--- src/sli_pkg.sv ---
// Shared types and codes for the sorted list insertion core.
package sli_pkg;

	localparam logic [1:0] CMD_APPEND = 2'd0;
	localparam logic [1:0] CMD_INSERT = 2'd1;
	localparam logic [1:0] CMD_SORTED = 2'd2;
	localparam logic [1:0] CMD_READ   = 2'd3;

	localparam logic [1:0] ST_OK      = 2'd0;
	localparam logic [1:0] ST_BADPOS  = 2'd1;
	localparam logic [1:0] ST_FULL    = 2'd2;
	localparam logic [1:0] ST_BADREAD = 2'd3;

	typedef struct packed {
		logic [1:0]         command;
		logic [5:0]         position;
		logic signed [31:0] value;
	} sli_req_t;

	typedef struct packed {
		logic [1:0]         status;
		logic [5:0]         length;
		logic signed [31:0] read_value;
	} sli_rsp_t;

	// Operation broadcast to every cell while a command walks the chain.
	typedef struct packed {
		logic [1:0]         command;
		logic signed [31:0] value;
	} sli_op_t;

	// Token and carried word handed from one cell to the next.
	typedef struct packed {
		logic        tok;
		logic        placed;
		logic [31:0] carry;
	} sli_link_t;

endpackage

--- src/sli_cell.sv ---
// One list cell: holds one entry and passes the walking token to its neighbor.
module sli_cell import sli_pkg::*; #(
	parameter int DEPTH = 32,
	parameter int IDX   = 0
) (
	input  logic                             clk,
	input  logic                             arst_n,
	input  sli_op_t                          op,
	input  logic [$clog2(DEPTH + 1) - 1 : 0] tgt,
	input  logic [$clog2(DEPTH + 1) - 1 : 0] count,
	input  sli_link_t                        li,
	output sli_link_t                        lo
);

	localparam int CW = $clog2(DEPTH + 1);
	localparam logic [CW - 1 : 0] IDXC = CW'(IDX);

	logic [31:0] entry_q;
	logic        tok_q;
	logic        placed_q;
	logic [31:0] carry_q;
	sli_link_t   nxt;
	logic        at_tgt;
	logic        at_end;
	logic        below;
	logic        lt_entry;
	logic        le_entry;
	logic        sorted_hit;
	logic        hit;
	logic        wr;
	logic [31:0] wdata;

	always_comb begin
		at_tgt   = (IDXC == tgt);
		at_end   = (IDXC == count);
		below    = (IDXC < count);
		lt_entry = (op.value < $signed(entry_q));
		le_entry = (op.value <= $signed(entry_q));
		// The head entry is passed over when equal; later entries are not.
		if (IDX == 0) begin
			sorted_hit = lt_entry || at_end;
		end else begin
			sorted_hit = (le_entry && below) || at_end;
		end
		unique case (op.command)
			CMD_APPEND, CMD_INSERT, CMD_READ: hit = at_tgt;
			CMD_SORTED:                       hit = sorted_hit;
			default:                          hit = 1'b0;
		endcase
	end

	always_comb begin
		nxt   = li;
		wr    = 1'b0;
		wdata = li.carry;
		if (li.tok) begin
			if (op.command != CMD_READ) begin
				if (!li.placed && hit) begin
					wr          = 1'b1;
					wdata       = op.value;
					nxt.carry   = entry_q;
					nxt.placed  = 1'b1;
				end else if (li.placed && (IDXC <= count)) begin
					// Shift: take the neighbor's word and hand ours on.
					wr        = 1'b1;
					wdata     = li.carry;
					nxt.carry = entry_q;
				end
			end else if (hit) begin
				nxt.carry = entry_q;
			end
		end
	end

	always_ff @(posedge clk or negedge arst_n) begin
		if (!arst_n) begin
			tok_q    <= 1'b0;
			placed_q <= 1'b0;
		end else begin
			tok_q    <= nxt.tok;
			placed_q <= nxt.placed;
		end
	end

	always_ff @(posedge clk) begin
		carry_q <= nxt.carry;
		if (wr) begin
			entry_q <= wdata;
		end
	end

	assign lo.tok    = tok_q;
	assign lo.placed = placed_q;
	assign lo.carry  = carry_q;

endmodule

--- config.mk ---
export PLATFORM = sky130hd
export DESIGN_NAME = sli_cell
export DESIGN_NICKNAME = d
export VERILOG_FILES = /design/src/sli_pkg.sv /design/src/sli_cell.sv
export SDC_FILE = /design/constraint.sdc
export NUM_CORES = 1
export LEC_CHECK = 0
export ABC_AREA = 1
export BUFFER_PORTS_ARGS = -buffer_cell sky130_fd_sc_hd__clkbuf_2
export CORE_MARGIN = 4
export CORE_UTILIZATION = 38
export DETAILED_ROUTE_END_ITERATION = 6
export HOLD_SLACK_MARGIN = 0.05
export PLACE_DENSITY = 0.61
export SYNTH_ARGS = -nofsm -noshare
export SYNTH_HDL_FRONTEND = slang
export SYNTH_SLANG_ARGS = --single-unit
--- constraint.sdc ---
create_clock -name clk -period 3.3 [get_ports clk]
set_clock_uncertainty 0.05 [all_clocks]
set_input_delay 0.66 -clock clk [delete_from_list [all_inputs] [get_ports clk]]
set_output_delay 0.66 -clock clk [all_outputs]
set_load 0.01 [all_outputs]
==> metrics.yaml, run 1 <==
die_h_um: 109
ys_top_cells_by_area: "edfxtp_1, dfxtp_1, nand2_1"
finish.instance_area_um2: 4800
r2r_slack_ns: 0.51
syn_to_final_growth_pct: 23.1
clk_latency_ns: 0.34
cp_max_fo: 24
cp_top_family: "simple AND/OR/NAND/NOR gates"
worstSetupEndpointType: "flip-flop"
grt_pass1_vias: 3672
slowest_delay_ns: 0.42
yosysTopAreaCell: "edfxtp_1"
via_per_inst: 4.82
post-route-period-util_pct: 84.4
whs_endpoint: "carry_q[8]"
ir_drop_mv: 0.146
diodes: 0
ctsLongestPathBuffers: 2
layout_common_cells: "nand2_1, clkbuf_2, inv_1"
drt-total-wl_mm: 10.5
synth_top_area_share_pct: 24.6
rsz0062_at_grt: "no"
cp_common_cell: "nand3_1"
synthesis.area_um2: 3900
cts_setup_buffers: 0
critPathLaunchType: "flip-flop"
routedWlPerCell_um: 13.6
wl_met2_mm: 4.88
cts-htree-levels: 3
synth_warnings: 0
r2r_start: "entry_q[21]"
maxSlewViolCount: 0
met3_length_um: 692
fin_tns_setup_ns: 0
cts.clk_slew.worst_paths_ns: 0.07
cts_buffers: 9
core-area_um2: 9860
min_from: "entry_q[8]"
drv_cap: 0
r2r_end: "carry_q[14]"
antenna_violating_nets_post_route: 0
synth_nets: 633
final_nets: 750
maxSlewHeadroom_pct: 59.7
grtUsageTotal_pct: 18.3
hold_violations: 0
wirelength_met1_mm: 4.83
drt_pass1_iterations: 5
start_util_pct: 39.5
clock.fmax_mhz: 359
fp.dieW_um: 109
maxUsedRoutingLayer: "met4"
io_buffer_count: 115
cts-root-buf: "clkbuf_8"
cts.sinks: 66
grt_pass1_wl_mm: 17.1
io_pins: 116
dpl_cell_area_um2: 4640
die_area_um2: 11900
drc: 0
post-dp-hpwl_mm: 7.80
arrival_ns: 2.99
synthCells: 520
vias: 3732
grt_max_degree: 39
cts_resized: 0
cts_tree: "yes"
crit_chain: "inv_1 > ha_1 > a21oi_1 > nor2_1 > nor2_1 > nand3_1 > a21oi_1 > nand3_1 > nand3_1 > nand2_2 > nand2_2 > nand3_2 > o21ai_0"
antenna_found_initial: 0
r2r_cells: 13
ys_ff_latch: 66
fin_crit_ns: 2.79
power.density_nw_per_um2: 395
gp_congestion: 0.793
p_leak_nw: 2.52
final_common_cell: "nand2_1"
avgSynthCellArea_um2: 7.50
status: "completed"
cp_data_required_time_ns: 3.50
grt_overflow_total: 0
rows: 36
drt-initial-drc-count: 161
slowest_stage: "edfxtp_1"
final-setup-viol-count: 0
worst_slew_pin_slew_ns: 0.605
path_buf_inv: 1
ys_seq_area_share_pct: 42.4
layout-drive-gt1-share_pct: 22.6
synth_cell_types: 26
hold_depth: 2
hold_buffers: 1
critical_path_class: "reg2reg"
hold_class: "reg2reg"
## cells by family (layout without fill, tap and decap cells)
group | count (synthesis) | after routing | synth area share (%)
adders and majority gates | 31 | 31 | 9.95
AOI/OAI and AO/OA | 90 | 90 | 12.1
buffers and inverters | 112 | 233 | 11.3
and+or+nand+nor | 221 | 221 | 24.3
DFF | 66 | 66 | 42.4
## synth_stat cells
| cell | number |
|---|---|
| nand2_1 | 157 |
| inv_1 | 89 |
| o21ai_0 | 61 |
| dfxtp_1 | 32 |
| edfxtp_1 | 32 |
| ha_1 | 31 |
| nand3_1 | 27 |
| a21oi_1 | 15 |
| nand4_1 | 14 |
| nor2_1 | 13 |
| clkbuf_1 | 11 |
| buf_2 | 7 |
| o211ai_1 | 7 |
| o21ai_1 | 6 |
| nor3_1 | 3 |
| buf_4 | 2 |
| clkbuf_2 | 2 |
| dfrtp_1 | 2 |
| nand2_2 | 2 |
| inv_2 | 1 |
| nand3_2 | 1 |
| nor3_4 | 1 |
| nor4_4 | 1 |
| o21ai_2 | 1 |
| or2_1 | 1 |
| or3_1 | 1 |
## layout make-up
class                   instances  area [µm²]
repair buffers                128         676
inverters                      90         338
flip-flops and latches         66        1650
clock buffers                  14         143
fillers                       985        5070
well taps                     133         166
multi-input cells             342        1820
clock inverters                 1        5.00
## worst register-to-register path, stage by stage, from the launching register on
cell      delay [ns]
edfxtp_1        0.42
inv_1           0.08
ha_1            0.23
a21oi_1         0.15
nor2_1          0.05
nor2_1          0.09
nand3_1         0.13
a21oi_1         0.19
nand3_1         0.09
nand3_1         0.10
nand2_2         0.14
nand2_2         0.22
nand3_2         0.41
o21ai_0         0.34
## state kept, by name, indices dropped and copies added, names as in the netlist
| name | count |
|---|---|
| carry_q | 32 |
| entry_q | 32 |
| placed_q | 1 |
| tok_q | 1 |
## layer usage
| layer | up-vias | GRT usage [%] |
|---|---|---|
| met5 | - | 0 |
| met4 | 0 | 6.77 |
| met3 | 12 | 3.35 |
| met2 | 130 | 29.4 |
| met1 | 1673 | 24.7 |
| li1 | 1917 | - |
## per-stage QoR
step	power, mW	setup slack (ns)	std cells	utilization [%]	hold WS, ns
4_1_cts	1.93	0.466	774	48.6	0.470
2_1_floorplan	1.18	0.0888	520	-	0.314
5_1_grt	2.03	0.174	774	48.6	0.470
6_report	1.90	0.514	774	48.6	0.476
3_5_place_dp	1.35	0.139	758	47.0	0.397
3_3_place_gp	1.34	0.267	758	47.0	0.395
## worst max path at each step
stage	from	to	slack, ns	cells past startpoint
5_1_grt	op[15]	carry_q[14]	0.17	16
3_3_place_gp	op[5]	carry_q[23]	0.27	15
3_5_place_dp	op[15]	carry_q[17]	0.14	16
4_1_cts	entry_q[21]	carry_q[17]	0.47	13
6_report	entry_q[21]	carry_q[14]	0.51	13
2_1_floorplan	op[5]	entry_q[0]	0.09	12
## power breakdown
part	leakage (nW)	internal [mW]	switching (mW)	total [mW]
combinational	1.85	0.152	0.230	0.382
clock	0.0745	0.269	0.295	0.565
sequential	0.593	0.928	0.0218	0.950
total	2.52	1.35	0.547	1.90
Note: power is estimated with default switching activity, not from simulation.
==> run 2: changes to the inputs <==
- PLACE_DENSITY: 0.61 -> 0.59
- clock period: 3.3 -> 2.6 ns (I/O delays scaled with it)
==> metrics.yaml, run 2 (same netlist as run 1, synthesis figures left out) <==
status: "completed"
slowest_stage: "edfxtp_1"
core-area_um2: 9860  # unchanged
cts.clk_slew.worst_paths_ns: 0.08  # about the same
r2r_cells: 14  # +1
rows: 36  # unchanged
dp_slack_ns: -0.0592  # -0.199 ns
hold_slack_ns: 0.336  # -0.140 ns
vias: 3808  # +2.0%
cts-root-buf: "clkbuf_8"
antenna_violating_nets_post_route: 0  # unchanged
drt_pass1_iterations: 4  # -1
diodes: 0  # unchanged
r2r_end: "entry_q[6]"
drc: 0  # unchanged
drv_cap: 0  # unchanged
worstSetupEndpointType: "flip-flop"
post-dp-hpwl_mm: 7.73  # -0.92%
grt_pass1_vias: 3685  # +0.35%
hold_violations: 0  # unchanged
clk_latency_ns: 0.35  # about the same
drt-total-wl_mm: 11.3  # +7.6%
cts_tree: "yes"
largestRegisters: "carry_q: 32 flops, entry_q: 32 flops"
grt_overflow_total: 0  # unchanged
start_util_pct: 39.5  # unchanged
syn_to_final_growth_pct: 34.9
maxSlewViolCount: 0  # unchanged
cts.sinks: 66  # unchanged
final_util_pct: 53.3  # +4.7 points
hold_depth: 3  # +1
critical_path_class: "reg2reg"
antenna_found_initial: 0  # unchanged
drt-initial-drc-count: 192  # +19%
worst_slew_pin_slew_ns: 0.432  # -0.173 ns
cts-htree-levels: 3  # unchanged
crit_end: "entry_q[6]"
grt_pass1_wl_mm: 17.2  # +0.29%
die_area_um2: 11900  # unchanged
cp_max_fo: 8  # -67%
post-route-period-util_pct: 96.3  # +12 points
via_per_inst: 4.82  # about the same
layout_common_cells: "nand2_1, clkbuf_2, inv_1"
slowest_delay_ns: 0.39  # -0.03 ns
cts_buffers: 9  # unchanged
finalWorstSetupSlack_ns: 0.0953  # -0.418 ns
crit_chain: "inv_1 > ha_1 > a21oi_1 > o21ai_0 > a21oi_1 > nand2_1 > nand2_1 > nand3_1 > nand3_2 > nand2_4 > nor3_4 > buf_6 > clkbuf_16 > o21ai_0"
ctsLongestPathBuffers: 2  # unchanged
ir_drop_mv: 0.375  # +160%
final_common_cell: "nand2_1"
cp_data_required_time_ns: 2.63  # -0.87 ns
gp_congestion: 0.821  # +3.5%
io_buffer_count: 115  # unchanged
fp.dieW_um: 109  # unchanged
final-setup-viol-count: 0  # unchanged
grt_max_degree: 33  # -15%
fin_crit_ns: 2.50  # -0.282 ns
r2r_slack_ns: 0.1  # -0.42 ns
maxSlewHeadroom_pct: 71.1  # +11 points
grtUsageTotal_pct: 18.3  # about the same
path_buf_inv: 3  # +2
critPathLaunchType: "flip-flop"
p_leak_nw: 2.68  # +6.2%
fillers: 970  # -1.5%
arrival_ns: 2.54  # -0.45 ns
die_h_um: 109  # unchanged
routedWlPerCell_um: 14.4  # +5.5%
crit_start: "entry_q[9]"
r2r_start: "entry_q[9]"
layout-drive-gt1-share_pct: 28.3  # +5.7 points
crit_cells: 14  # +1
power.density_nw_per_um2: 523  # +32%
final_nets: 765  # +2.0%
hold_class: "in2reg"
clock.fmax_mhz: 399  # +11%
io_pins: 116  # unchanged
cp_top_family: "simple AND/OR/NAND/NOR gates"
-- run 2: changes by cell type in the layout (fill, tap and decap cells not counted), moves of 4 or more --
cell / change
ha_1: -6
ha_4: +6
o21ai_0: -4
buf_6: +4
inv_2: +5
a21oi_2: +5
a21oi_1: -5
o21ai_1: +4
inv_1: -5
buf_12: +5
clkbuf_1: -5
clkbuf_16: +4
-- run 2: report_power, final --
part / switching (mW) / internal, mW
Clock: 0.444 / 0.548
Sequential: 0.0258 / 1.18
Combinational: 0.320 / 0.234
Total: 0.790 / 1.96
-- run 2: layout make-up --
cell class	instances	area, µm²	area share, %
clock buffers	9	124	2.36
clock inverters	7	101	1.93
inverters	90	338	6.43
multi-input cells	342	1940	36.9
flip-flops and latches	66	1650	31.4
well taps	133	166	3.17
repair buffers	143	936	17.8
-- run 2: repair_timing --
action	CTS	global route
setup endpoints to repair	0	22
endpoints found under the hold margin	2	0
buffers inserted	0	5
gates resized for setup	0	20
hold buffers	1	0
-- run 2: worst min-delay path by stage --
stage | from | end | slack [ns]
2_1_floorplan | arst_n | placed_q | 0.17
3_3_place_gp | arst_n | tok_q | 0.26
3_5_place_dp | arst_n | placed_q | 0.26
4_1_cts | li[25] | carry_q[25] | 0.32
5_1_grt | li[18] | carry_q[18] | 0.33
6_report | li[25] | carry_q[25] | 0.34
-- run 2: through the flow --
step | cell area [µm²] | setup TNS [ns] | total power, mW | std cells
global placement | 4820 | -1.41 | 1.74 | 763
floorplan | 3990 | 0 | 1.51 | 520
CTS | 5050 | 0 | 2.75 | 780
detailed placement | 4820 | -1.46 | 1.75 | 763
finish | 5260 | 0 | 2.75 | 790
global route | 5260 | -1.04 | 2.91 | 790
-- run 2: worst reg2reg max path, cell delays in order (launching register included) --
cell	delay [ns]
edfxtp_1	0.39
inv_1	0.08
ha_1	0.24
a21oi_1	0.16
o21ai_0	0.09
a21oi_1	0.16
nand2_1	0.10
nand2_1	0.08
nand3_1	0.09
nand3_2	0.08
nand2_4	0.09
nor3_4	0.24
buf_6	0.17
clkbuf_16	0.16
o21ai_0	0.08
-- run 2: layer usage --
layer / part of all wire (%) / up-vias / global-route usage [%] / wire length, µm
met4: 1.1 / 0 / 5.79 / 126
met1: 45 / 1692 / 24.3 / 5140
met5: 0 / - / 0 / 0
li1: - / 1955 / - / -
met2: 46 / 149 / 29.5 / 5200
met3: 7.7 / 12 / 4.40 / 878
==> run 3: changes to the inputs <==
- REMOVE_ABC_BUFFERS: unset -> 1
==> metrics.yaml, run 3 (same netlist as run 1, synthesis figures left out) <==
status: "completed"
antenna_found_initial: 0  # unchanged
grt_pass1_wl_mm: 17.3  # +0.56%
layout-drive-gt1-share_pct: 34.2  # +5.9 points
cts-root-buf: "clkbuf_8"
post-route-period-util_pct: 98.2  # +1.9 points
io_pins: 116  # unchanged
fillers: 984  # +1.4%
fin_crit_ns: 2.55  # +0.0497 ns
hold_depth: 3  # unchanged
drt-total-wl_mm: 11.5  # +1.6%
clk_latency_ns: 0.36  # about the same
fp.dieW_um: 109  # unchanged
r2r_cells: 14  # unchanged
start_util_pct: 39.5  # unchanged
drt-initial-drc-count: 216  # +13%
whs_endpoint: "carry_q[25]"
grt_overflow_total: 0  # unchanged
worstSetupEndpointType: "flip-flop"
r2r_start: "entry_q[29]"
cts_tree: "yes"
final-setup-viol-count: 0  # unchanged
r2r_slack_ns: 0.05  # -0.05 ns
ctsLongestPathBuffers: 2  # unchanged
cp_data_required_time_ns: 2.67  # +0.04 ns
cts-htree-levels: 3  # unchanged
grt_pass1_vias: 3740  # +1.5%
grtUsageTotal_pct: 18.5  # +0.16 points
rows: 36  # unchanged
critical_path_class: "reg2reg"
arrival_ns: 2.62  # +0.08 ns
grt_max_degree: 39  # +18%
maxSlewViolCount: 0  # unchanged
cp_max_fo: 8  # unchanged
hold_class: "in2reg"
cts_buffers: 9  # unchanged
post-dp-hpwl_mm: 7.69  # -0.53%
worst_slew_pin_slew_ns: 0.324  # -0.108 ns
io_buffer_count: 115  # unchanged
p_leak_nw: 2.80  # +4.8%
core-area_um2: 9860  # unchanged
drv_cap: 0  # unchanged
hold_violations: 0  # unchanged
drc: 0  # unchanged
min_from: "li[25]"
gp_congestion: 0.796  # -3.1%
final_common_cell: "nand2_1"
power_mw: 2.58  # -6.2%
critPathLaunchType: "flip-flop"
vias: 3952  # +3.8%
diodes: 0  # unchanged
clock.fmax_mhz: 391  # -1.9%
cts.clk_slew.worst_paths_ns: 0.08  # about the same
die_h_um: 109  # unchanged
syn_to_final_growth_pct: 40.0
final_nets: 787  # +2.9%
antenna_violating_nets_post_route: 0  # unchanged
largestRegisters: "carry_q: 32 flops, entry_q: 32 flops"
layout_common_cells: "nand2_1, clkbuf_2, inv_1"
cts.sinks: 66  # unchanged
drt_pass1_iterations: 4  # unchanged
via_per_inst: 4.87  # +0.97%
die_area_um2: 11900  # unchanged
routedWlPerCell_um: 14.2  # -1.1%
maxSlewHeadroom_pct: 78.3  # +7.1 points
rsz0062_at_grt: "yes"
hold_slack_ns: 0.325  # -0.0116 ns
ir_drop_mv: 0.230  # -39%
power.density_nw_per_um2: 473  # -9.6%
r2r_end: "entry_q[26]"
run 3: worst max-delay path, cell delays in order, from the launching register on:
cell and delay (ns):
edfxtp_1 0.41, inv_1 0.07, ha_1 0.23, a21oi_1 0.18, nor2_1 0.06, nor2_1 0.08
nand3_1 0.13, a21oi_2 0.17, nand3_2 0.09, nand3_2 0.09, nand2_4 0.09, nor3_4 0.23
buf_8 0.21, clkbuf_16 0.17, o21ai_1 0.06
run 3: area by class of cell:
class                      count  area [µm²]  area share [%]
tap                          133         166            3.05
sequential                    66        1650            30.3
timing repair buffer         165        1120            20.6
multi-input combinational    342        2010            36.8
inverter                      90         338            6.19
clock inverter                 6        42.5           0.779
clock buffer                  10         128            2.34
run 3: per-stage QoR:
step	util, %	instance area (µm²)	setup TNS [ns]	std cells	setup slack (ns)
after floorplan	-	3800	-55.06	498	-1.16
after global placement	49.2	4860	-6.96	780	-0.133
after detailed placement	49.2	4860	-7.41	780	-0.161
after CTS	51.1	5040	0	797	0.0798
after global routing	55.3	5460	-2.04	812	-0.0791
final	55.3	5460	0	812	0.0456
run 3: worst max-delay path by stage:
| stage | from | endpoint | slack (ns) |
|---|---|---|---|
| finish | entry_q[29] | entry_q[26] | 0.05 |
| detailed placement | op[5] | entry_q[31] | -0.16 |
| global placement | op[5] | entry_q[21] | -0.13 |
| floorplan | tgt[1] | entry_q[0] | -1.16 |
| CTS | entry_q[5] | entry_q[24] | 0.08 |
| global route | entry_q[5] | entry_q[6] | -0.08 |
run 3: routing by layer:
layer  GRT usage (%)  vias to the layer above  share of wire, %
met2            31.7                      133                49
li1                -                     1998                 -
met4            6.23                        0               1.8
met5               0                        -                 0
met3            4.17                       18               6.3
met1            22.9                     1803                43
run 3: timing repair:
item,CTS,global route
hold buffers,1,0
gates resized for setup,0,79
setup buffers,0,9
endpoints found under the hold margin,2,0
setup endpoints to repair,0,95
run 3: report_power, final:
group	internal [mW]	switching, mW	total [mW]
clock	0.347	0.437	0.785
combinational	0.262	0.330	0.592
sequential	1.18	0.0258	1.20
total	1.79	0.793	2.58
